<file path="config.mk">
export PLATFORM = sky130hd
export DESIGN_NAME = button_gesture_classifier_top
export DESIGN_NICKNAME = d
export VERILOG_FILES = /design/src/rtl/bgc_pkg.sv /design/src/rtl/bgc_core.sv /design/src/rtl/button_gesture_classifier_top.sv
export SDC_FILE = /design/constraint.sdc
export NUM_CORES = 1
export LEC_CHECK = 0
export BUFFER_PORTS_ARGS = -buffer_cell sky130_fd_sc_hd__buf_2
export CAP_MARGIN = 20
export CELL_PAD_IN_SITES_DETAIL_PLACEMENT = 1
export CELL_PAD_IN_SITES_GLOBAL_PLACEMENT = 2
export CORE_ASPECT_RATIO = 1.25
export CORE_MARGIN = 1
export CORE_UTILIZATION = 33
export DETAILED_ROUTE_END_ITERATION = 8
export PLACE_DENSITY_LB_ADDON = 0.25
export SLEW_MARGIN = 30
export SYNTH_ARGS = -nofsm -noshare
export SYNTH_HDL_FRONTEND = slang
export SYNTH_SLANG_ARGS = --single-unit
</file>
<file path="constraint.sdc">
create_clock -name i_clk -period 4.2 [get_ports i_clk]
set_input_delay 0.42 -clock i_clk [delete_from_list [all_inputs] [get_ports i_clk]]
set_output_delay 0.42 -clock i_clk [all_outputs]
set_load 0.01 [all_outputs]
</file>
<file path="src/rtl/bgc_pkg.sv">
// ----------------------------------------------------------------------------
// Button gesture classifier package
// Widths, register indexes, event codes and reset values shared by the block.
// ----------------------------------------------------------------------------
package bgc_pkg;

    localparam int TIME_W      = 32;
    localparam int MS_W        = 16;
    localparam int EVENT_W     = 3;
    localparam int CFG_IDX_W   = 2;
    localparam int CFG_DATA_W  = MS_W;
    localparam int IN_TDATA_W  = ((1 + TIME_W + 7) / 8) * 8;
    localparam int OUT_TDATA_W = ((EVENT_W + 7) / 8) * 8;

    // Register indexes of the configuration port.
    typedef enum logic [CFG_IDX_W-1:0] {
        CFG_PRESENT   = 2'd0,
        CFG_LONG      = 2'd1,
        CFG_VERY_LONG = 2'd2,
        CFG_WINDOW    = 2'd3
    } t_cfg_idx;

    // Event codes reported for each poll.
    typedef enum logic [EVENT_W-1:0] {
        EV_NONE      = 3'd0,
        EV_SINGLE    = 3'd1,
        EV_DOUBLE    = 3'd2,
        EV_LONG      = 3'd3,
        EV_VERY_LONG = 3'd4
    } t_event;

    // Configuration register file as seen by the classifier.
    typedef struct packed {
        logic            present;
        logic [MS_W-1:0] long_ms;
        logic [MS_W-1:0] very_long_ms;
        logic [MS_W-1:0] window_ms;
    } t_cfg;

    localparam logic [MS_W-1:0] LONG_MS_RST      = 16'd3000;
    localparam logic [MS_W-1:0] VERY_LONG_MS_RST = 16'd8000;
    localparam logic [MS_W-1:0] WINDOW_MS_RST    = 16'd300;

endpackage

</file>
<file path="src/rtl/bgc_core.sv">
// ----------------------------------------------------------------------------
// Button gesture classifier core
// Gesture state machine; classifies one poll per load and registers the event.
// ----------------------------------------------------------------------------
module bgc_core (
    input  logic                       i_clk,
    input  logic                       i_rst_n,
    input  bgc_pkg::t_cfg              i_cfg,
    input  logic                       i_load,
    input  logic                       i_down,
    input  logic [bgc_pkg::TIME_W-1:0] i_time,
    output bgc_pkg::t_event            o_event
);
    import bgc_pkg::*;

    typedef enum logic [1:0] {
        S_IDLE = 2'd0,
        S_HELD = 2'd1,
        S_WAIT = 2'd2
    } t_mode;

    t_mode               r_mode,         n_mode;
    logic [TIME_W-1:0]   r_press_time,   n_press_time;
    logic [TIME_W-1:0]   r_release_time, n_release_time;
    logic                r_long_done,    n_long_done;
    logic                r_vlong_done,   n_vlong_done;
    t_event              r_event,        n_event;

    logic [TIME_W-1:0]   since_press;
    logic [TIME_W-1:0]   since_release;
    logic                long_due;
    logic                vlong_due;
    logic                window_over;

    // Elapsed times wrap modulo 2^32.
    assign since_press   = i_time - r_press_time;
    assign since_release = i_time - r_release_time;
    assign long_due      = since_press   >= {{(TIME_W-MS_W){1'b0}}, i_cfg.long_ms};
    assign vlong_due     = since_press   >= {{(TIME_W-MS_W){1'b0}}, i_cfg.very_long_ms};
    assign window_over   = since_release >= {{(TIME_W-MS_W){1'b0}}, i_cfg.window_ms};

    always_comb begin
        n_mode         = r_mode;
        n_press_time   = r_press_time;
        n_release_time = r_release_time;
        n_long_done    = r_long_done;
        n_vlong_done   = r_vlong_done;
        n_event        = EV_NONE;
        if (i_cfg.present) begin
            unique case (r_mode)
                S_HELD: begin
                    if (!i_down) begin
                        if (!long_due) begin
                            n_mode         = S_WAIT;
                            n_release_time = i_time;
                        end else begin
                            n_mode = S_IDLE;
                        end
                    end else if (vlong_due && !r_vlong_done) begin
                        // Very long is checked first; a long press due now waits a poll.
                        n_vlong_done = 1'b1;
                        n_event      = EV_VERY_LONG;
                    end else if (long_due && !r_long_done) begin
                        n_long_done = 1'b1;
                        n_event     = EV_LONG;
                    end
                end
                S_WAIT: begin
                    if (i_down && !window_over) begin
                        n_mode  = S_IDLE;
                        n_event = EV_DOUBLE;
                    end else if (window_over) begin
                        n_mode  = S_IDLE;
                        n_event = EV_SINGLE;
                    end
                end
                default: begin
                    if (i_down) begin
                        n_mode       = S_HELD;
                        n_press_time = i_time;
                        n_long_done  = 1'b0;
                        n_vlong_done = 1'b0;
                    end
                end
            endcase
        end
    end

    always_ff @(posedge i_clk) begin
        if (!i_rst_n) begin
            r_mode         <= S_IDLE;
            r_press_time   <= '0;
            r_release_time <= '0;
            r_long_done    <= 1'b0;
            r_vlong_done   <= 1'b0;
            r_event        <= EV_NONE;
        end else if (i_load) begin
            r_mode         <= n_mode;
            r_press_time   <= n_press_time;
            r_release_time <= n_release_time;
            r_long_done    <= n_long_done;
            r_vlong_done   <= n_vlong_done;
            r_event        <= n_event;
        end
    end

    assign o_event = r_event;

endmodule

</file>
<file path="src/rtl/button_gesture_classifier_top.sv">
// ----------------------------------------------------------------------------
// Button gesture classifier
// Turns polls of an active-low push button into click, double click, long
// press and very long press events, one event word per poll word.
// ----------------------------------------------------------------------------
//
//  Channel   Direction  Payload (lowest bit first)         Per word
//  --------  ---------  ---------------------------------  --------------------
//  s_axis    in         pin_level[0], time_ms[32:1]        one poll
//  m_axis    out        event_res[2:0]                     one event (may be 0)
//  cfg       in         index 0..3, data[15:0]             one register write
//
// Each poll word is classified in the cycle it is accepted and its event is
// in the output register on the next cycle, so a new poll is accepted every
// cycle while the output side keeps taking words.
// The throughput limit is the single output register: s_axis_tready is high
// whenever that register is empty or is being drained in the same cycle.
// A stalled output word holds its value; the poll side then waits.
// Reset is synchronous and active low. It returns the state machine to idle,
// clears the timestamps and fired marks, and loads the register defaults
// (button absent, 3000 ms long press, 8000 ms very long press, 300 ms window).
//
module button_gesture_classifier_top (
    input  logic                                i_clk,
    input  logic                                i_rst_n,
    // Configuration write port.
    input  logic                                i_cfg_we,
    input  logic [bgc_pkg::CFG_IDX_W-1:0]       i_cfg_index,
    input  logic [bgc_pkg::CFG_DATA_W-1:0]      i_cfg_data,
    // Poll words.
    input  logic                                s_axis_tvalid,
    output logic                                s_axis_tready,
    // tdata: pin_level [0], time_ms [32:1], zero fill [39:33]
    input  logic [bgc_pkg::IN_TDATA_W-1:0]      s_axis_tdata,
    // Event words.
    output logic                                m_axis_tvalid,
    input  logic                                m_axis_tready,
    // tdata: event_res [2:0], zero fill [7:3]
    output logic [bgc_pkg::OUT_TDATA_W-1:0]     m_axis_tdata
);
    import bgc_pkg::*;

    t_cfg   r_cfg;
    logic   r_out_valid;
    logic   poll_accept;
    t_event core_event;

    // Configuration registers. The user must write them only while the block is idle; the block does not enforce this.
    always_ff @(posedge i_clk) begin
        if (!i_rst_n) begin
            r_cfg.present      <= 1'b0;
            r_cfg.long_ms      <= LONG_MS_RST;
            r_cfg.very_long_ms <= VERY_LONG_MS_RST;
            r_cfg.window_ms    <= WINDOW_MS_RST;
        end else if (i_cfg_we) begin
            unique case (t_cfg_idx'(i_cfg_index))
                CFG_PRESENT:   r_cfg.present      <= i_cfg_data[0];
                CFG_LONG:      r_cfg.long_ms      <= i_cfg_data;
                CFG_VERY_LONG: r_cfg.very_long_ms <= i_cfg_data;
                CFG_WINDOW:    r_cfg.window_ms    <= i_cfg_data;
                default:       r_cfg              <= r_cfg;
            endcase
        end
    end

    // The output register is free when empty or when its word leaves now.
    assign s_axis_tready = !r_out_valid || m_axis_tready;
    assign poll_accept   = s_axis_tvalid && s_axis_tready;

    always_ff @(posedge i_clk) begin
        if (!i_rst_n) begin
            r_out_valid <= 1'b0;
        end else if (poll_accept) begin
            r_out_valid <= 1'b1;
        end else if (m_axis_tready) begin
            r_out_valid <= 1'b0;
        end
    end

    // The pin is active low: a zero level means the button is down.
    bgc_core u_core (
        .i_clk   (i_clk),
        .i_rst_n (i_rst_n),
        .i_cfg   (r_cfg),
        .i_load  (poll_accept),
        .i_down  (!s_axis_tdata[0]),
        .i_time  (s_axis_tdata[TIME_W:1]),
        .o_event (core_event)
    );

    assign m_axis_tvalid = r_out_valid;
    assign m_axis_tdata  = {{(OUT_TDATA_W-EVENT_W){1'b0}}, core_event};

endmodule

</file>
# [Word level (Yosys, flattened, before mapping)]
# Cells that the tools add are included.
[word_totals] register_bits=121 latch_bits=0 ram_bits=0 romBits=0 output_inout_bits=10 word_cells=76 n_memories=0
[op_classes] n_addsub=2 multipliers=0 div_mod_pow=0 order_cmp=3 eq_ne=11 shifts=0 mux=23 bitwise=4 n_reduce_logical=22
[ops] cell="$ge A32 B16 Y1" count=3
[ops] cell="$sub A32 B32 Y32" count=2
[ops] cell="$reduce_and A5 Y1" count=3
[ops] cell="$mux W2" count=6
[ops] cell="$mux W3" count=4
[ops] cell="$mux W1" count=9
[ops] cell="$reduce_and A2 Y1" count=4
[ops] cell="$eq A2 B2 Y1 const B" count=3
[ops] cell="$ne A3 B1 Y1 const B" count=2
[ops] cell="$pmux W3 S2" count=1
[ops] cell="$reduce_and A6 Y1" count=1
[ops] cell="$logic_not A1 Y1" count=5
[ops] cell="$eq A2 B1 Y1 const B" count=2
[ops] cell="$logic_and A1 B1 Y1" count=4
[ops] cell="$ne A2 B1 Y1 const B" count=2
[ops] cell="$ne A2 B2 Y1 const B" count=2
[ops] cell="$not A1 Y1" count=4
[ops] cell="$pmux W1 S2" count=2
[ops] cell="$pmux W2 S2" count=1
[ops] cell="$reduce_and A4 Y1" count=1
[ops] cell="$logic_not A2 Y1" count=1
[ops] cell="$reduce_bool A2 Y1" count=1
[ops] cell="$reduce_or A2 Y1" count=1
[ops] cell="$logic_or A1 B1 Y1" count=1

# [Longest topological paths before layout]
[depth] word_depth=8 mapped_depth=21 ltp_nobuf=21

# [Modules after synthesis]
# From an unflattened synthesis, not the netlist that was laid out.
[hier_totals] hier_cells=1252 hier_area_um2=9915.8
[by_module_without_submodules] module="bgc_core" instances=1 cells_each=1045 area_each_um2=7848.8 seq_area_each_um2=1421.4
[by_module_without_submodules] module="button_gesture_classifier_top" instances=1 cells_each=207 area_each_um2=2067.0 seq_area_each_um2=1001.0

# [Worst setup path before layout]
# OpenSTA, ideal clock, no wires.
[synth_path] kind="input -> register" startpoint="input port s_axis_tdata[2] in the netlist's numbering" endpoint="register u_core.r_mode[1]" setup_time_ns=0.132 arrival_time_ns=3.893 setup_slack_ns=0.175 path_stages=19 path_buffers=0 cell_sequence="ha_1 > nor2b_1 > o31a_1 > o31a_1 > nor2_1 > o21a_1 > o21ai_0 > xor2_1 > ha_1 > a2111o_1 > a311oi_1 > nand4_1 > a221oi_1 > nand4_1 > nor4_1 > nand4b_1 > a211oi_1 > or4b_1 > a21oi_1"
[synth_between] elab_chain_cells=6 word_cells_on_any_way=12 cone_classes="add/sub: 2; order compare: 2; eq/ne: 1; mux: 4; reduce/logical: 3"
[synth_rtl] element="from (decl)" line="button_gesture_classifier_top.sv:34" source="input logic [bgc_pkg::IN_TDATA_W-1:0] s_axis_tdata,"
[synth_rtl] element="$sub A32 B32 Y32" line="bgc_core.sv:37" source="assign since_release = i_time - r_release_time;"
[synth_rtl] element="$ge A32 B16 Y1" line="bgc_core.sv:40" source="assign window_over = since_release >= {{(TIME_W-MS_W){1'b0}}, i_cfg.window_ms};"
[synth_rtl] element="$logic_not A1 Y1" line="bgc_core.sv:69" source="if (i_down && !window_over) begin"
[synth_rtl] element="$logic_and A1 B1 Y1" line="bgc_core.sv:69"
[synth_rtl] element="$ne A3 B1 Y1 (no line) or $mux W2 (tied branches)"
[synth_rtl] element="$reduce_and A5 Y1 (no line) or $pmux W2 S2 (tied branches)"
[synth_rtl] element="to (signal assigned)" line="bgc_core.sv:98" source="r_mode <= n_mode;"
[synth_rtl] element="to (decl)" line="bgc_core.sv:22" source="t_mode r_mode, n_mode;"
# Parallel ways exist; a longest one is shown, timed or not. The select of a mux whose other input is x is not followed.
# A chain may end at the register's enable or synchronous reset.

# [Worst setup path in the final report]
[layout_path] startpoint="register u_core.r_release_time[0]" endpoint="register u_core.r_mode[1]"
[layout_between] elab_chain_cells=6 word_cells_on_any_way=8 cone_classes="add/sub: 1; order compare: 1; eq/ne: 1; mux: 2; reduce/logical: 3"
[layout_rtl] element="from (decl)" line="bgc_core.sv:24" source="logic [TIME_W-1:0] r_release_time, n_release_time;"
[layout_rtl] element="from (signal assigned)" line="bgc_core.sv:100" source="r_release_time <= n_release_time;"
[layout_rtl] element="$sub A32 B32 Y32 *" line="bgc_core.sv:37"
[layout_rtl] element="$ge A32 B16 Y1 *" line="bgc_core.sv:40"
[layout_rtl] element="$logic_not A1 Y1" line="bgc_core.sv:69"
[layout_rtl] element="$logic_and A1 B1 Y1" line="bgc_core.sv:69"
[layout_rtl] element="$ne A3 B1 Y1 (no line) or $mux W2 (tied branches)"
[layout_rtl] element="$reduce_and A5 Y1 (no line) or $pmux W2 S2 (tied branches)"
# Every way passes the cells marked *; elsewhere a longest branch is shown, timed or not.

==> run_results.csv <==
group,metric,value,unit
power_and_ir_drop,p_leak,0.00489,µW
logic_synthesis,synth_edf_count,0,
setup_path,r2r_start,"u_core.r_release_time[0]$_SDFFE_PN0P_",
finish,drive_gt1_share,21.2,%
logic_synthesis,ys_warn_count,0,
placement,dp_hpwl,26800,µm
detailed_routing,drt-initial-drc-count,452,
finish,nFillCells,3601,
power_and_ir_drop,powerDensity,286,nW/µm²
setup_path,r2r_cells,22,
setup_path,slowest_stage,"fa_2",
finish,syn2layout_area_growth,28.1,%
logic_synthesis,yosysUniqueCellTypes,76,
logic_synthesis,syn_inst,1307,
placement,place.gp.congestion,0.859,
floorplanning,initial_utilization,33.9,%
detailed_routing,drc_errors,0,
sta,hold_viol,0,
floorplanning,fp.dieW,155,µm
worst_hold_path,min_from,"s_axis_tvalid",
setup_path,cp_common_cell,"a21oi_2",
power_and_ir_drop,switching_share,32.8,%
power_and_ir_drop,power_frac_comb,25.0,%
sta,report.final.slew_viol_count,0,
global_routing,overflow,0,
cts,clock-sinks,121,
power_and_ir_drop,intPower,2390,µW
detailed_routing,drt.antenna.violating_nets,0,
sta,clock_skew,13.5,ps
finish,multi_input_area,6890,µm²
logic_synthesis,async_reset_ff_share,0,%
sta,slew_headroom,46.0,%
worst_hold_path,hold_path.class,"input port to flip-flop",
cts,path_clk_slew,70,ps
setup_path,setup.worst_path.start,"u_core.r_release_time[0]$_SDFFE_PN0P_",
setup_path,path_cells,"ha_4 -> inv_2 -> fa_2 -> a211oi_4 -> o211ai_1 -> buf_4 -> a21oi_2 -> o21bai_1 -> xor2_1 -> ha_1 -> a21oi_2 -> nand2_1 -> a32oi_2 -> nand4_1 -> a221oi_2 -> nand4_1 -> nor4_1 -> nand4b_1 -> buf_6 -> a211oi_4 -> or4b_4 -> a21oi_2",
finish,final_util,43.4,%
global_routing,grt.total_usage,23.5,%
placement,dp_slack,-590,ps
setup_path,r2r-end,"u_core.r_mode[1]$_SDFFE_PN0P_",
setup_path,crit_buf_inv,3,
finish,finish.net_count,1661,
logic_synthesis,synth_top_area_share,24.9,%
sta,final.period_utilization,100,%
setup_path,path_delay_family,"compound AO/OA/AOI/OAI gates",
detailed_routing,routed_via_density,5.29,
logic_synthesis,yosysTopAreaCell,"dfxtp_1",
sta,fmax,237,MHz
power_and_ir_drop,seq_power_share,33.1,%
cts,insertion_delay,440,ps
worst_hold_path,worstHoldEndpoint,"m_axis_tvalid$_SDFFE_PN0P_",
floorplanning,core_area,28700,µm²
setup_path,end_kind,"flip-flop",
run_status,run_status,"finished, violations left",
detailed_routing,wirelength,35200,µm
power_and_ir_drop,pwr-share-clk,41.8,%
logic_synthesis,synth_area_leaders,"dfxtp_1 25%, ha_1 14%, nand2_1 8.0%, a21oi_1 7.8%, inv_1 5.2%",
logic_synthesis,syn_avg_cell_area,7.43,µm²
logic_synthesis,ys.flop_type,"dfxtp_1",
global_routing,antenna_found_initial,0,
global_routing,first_global_vias,10200,
detailed_routing,wl_per_cell,18.6,µm
worst_hold_path,hold_path_depth,3,
logic_synthesis,synth-seq-cells,121,
logic_synthesis,seq_area_frac_synth,24.9,%
power_and_ir_drop,p_switching,1160,µW
setup_path,critical_path.max_fanout,3,
sta,whs,250,ps
setup_path,reg2reg_setup_slack,-20,ps
cts,cts_tree,"done",
cts,clockBufferDepth,2,
detailed_routing,dr_total_vias,9985,
finish,diodes,0,
setup_path,cp.required,4490,ps
sta,layout_setup_ws,-17.8,ps
global_routing,grt_pass1_wl,55000,µm
setup_path,cp_slowest_stage_delay,370,ps
cts,cts_buffers,17,
floorplanning,io_pins,73,
floorplanning,fp.dieH,194,µm
power_and_ir_drop,total_power,3560,µW
sta,worstMarginPinSlew,809,ps
global_routing,grt_max_degree,65,
floorplanning,rows,69,
sta,rsz0062_at_grt,"yes",
run_status,violations,"negative setup slack",
setup_path,worstPathArrival,4510,ps
sta,fin_crit,4220,ps
sta,setup_viol,1,
floorplanning,die-area,30100,µm²
power_and_ir_drop,peakVddDrop,0.000192,V
setup_path,crit_type,"flip-flop to flip-flop",
setup_path,startpoint_type,"flip-flop",
logic_synthesis,synthesis.area,9710,µm²
cts,clockRootBuffer,"clkbuf_16",
detailed_routing,drt_pass1_iterations,5,
cts,htreeDepth,4,
finish,regArea,2430,µm²
job,cap_violations,0,
placement,port_buffers,60,
-- power by group through the flow --
stage          registers (µW)  logic [µW]  clock network, µW
3_3_place_gp             1200         811                  0
5_1_grt                  1180         982               1580
6_report                 1180         890               1490
2_1_floorplan            1200         480                  0
4_1_cts                  1180         859               1520
3_5_place_dp             1200         827                  0
-- routing by layer --
layer	vias up	wire length (µm)	track usage (%)
met3	57	1070	3.42
li1	4941	-	-
met2	184	17900	43.1
met1	4803	15100	27.7
met4	0	1050	7.37
met5	-	0	0
-- Yosys cell counts (13+ instances only) --
cell / number
nor2_1: 84
ha_1: 112
xor2_1: 14
o211ai_1: 29
a21oi_1: 151
a211oi_1: 17
nand4_1: 25
a21o_1: 25
nand2_1: 206
dfxtp_1: 121
xnor2_1: 24
mux2i_1: 39
nand3_1: 21
o21a_1: 13
clkbuf_1: 48
o21ai_0: 52
nor3_1: 24
inv_1: 134
-- through the flow --
| step | cells | TNS, ps | instance area (µm²) |
|---|---|---|---|
| global route | 1887 | -2330 | 12400 |
| global placement | 1837 | -14450 | 11300 |
| finish | 1887 | -17.8 | 12400 |
| floorplan | 1311 | 0 | 9730 |
| detailed placement | 1837 | -17410 | 11300 |
| CTS | 1877 | 0 | 12100 |
-- layout make-up --
type / instances / share of cell area [%]
multi-input combinational: 997 / 55.4
sequential: 121 / 19.5
timing repair buffer: 213 / 12.5
inverter: 134 / 4.05
tap: 390 / 3.92
clock buffer: 18 / 3.53
clock inverter: 14 / 1.11
-- cells by family after synthesis --
logic type / share of synthesized area (%)
simple gates: 20.2
compound gates: 24.7
buf+inv: 7.91
flops: 24.9
fa+ha+maj: 14.8
mux: 4.02
xor+xnor: 3.43
other cells: 0.0386
-- worst register-to-register path, delay by kind of cell, from the launching register on --
kind	cells	cell delay [ps]
AO/OA/AOI/OAI	9	1430
XOR/XNOR	1	160
buffers and inverters	3	390
flip-flops	1	360
AND/OR/NAND/NOR	6	900
adder cells (fa/ha/maj)	3	840
-- how the worst max path moves through the flow --
| stage | to | depth (start not counted) |
|---|---|---|
| 2_1_floorplan | u_core.r_mode[1]$_SDFFE_PN0P_ | 19 |
| 4_1_cts | u_core.o_event[0]$_SDFFE_PN0P_ | 19 |
| 3_3_place_gp | u_core.r_mode[1]$_SDFFE_PN0P_ | 23 |
| 3_5_place_dp | u_core.r_mode[1]$_SDFFE_PN0P_ | 23 |
| 5_1_grt | u_core.o_event[1]$_SDFFE_PN0P_ | 22 |
| 6_report | u_core.r_mode[1]$_SDFFE_PN0P_ | 22 |
-- repair_timing --
| item | CTS | global route |
|---|---|---|
| setup buffers | 7 | 8 |
| pin swaps | 7 | 30 |
| endpoints found under the setup margin | 36 | 38 |
| gates resized for setup | 34 | 43 |
| cloned | 1 | 2 |
| hold buffers | 0 | 0 |
| hold endpoints to repair | 0 | 0 |
-- sequential cells by signal, indices dropped and copies added (netlist names) --
signal,cells
u_core.r_mode,2
u_core.o_event,3
u_core.r_release_time,32
r_cfg,49
u_core.r_press_time,32
u_core.r_vlong_done,1
m_axis_tvalid,1
u_core.r_long_done,1
-- cell usage in the layout, fill, tap and decap left out, drive strengths merged, types with 25 or more instances in the layout --
master | netlist | routed
buf | 11 | 211
mux2i | 39 | 39
a21oi | 151 | 151
dfxtp | 121 | 121
o211ai | 30 | 30
nand4 | 25 | 25
ha | 112 | 112
nor2 | 84 | 84
a21o | 25 | 25
o21ai | 59 | 59
nand2 | 206 | 206
inv | 134 | 139
(Power assumes the default switching activity.)
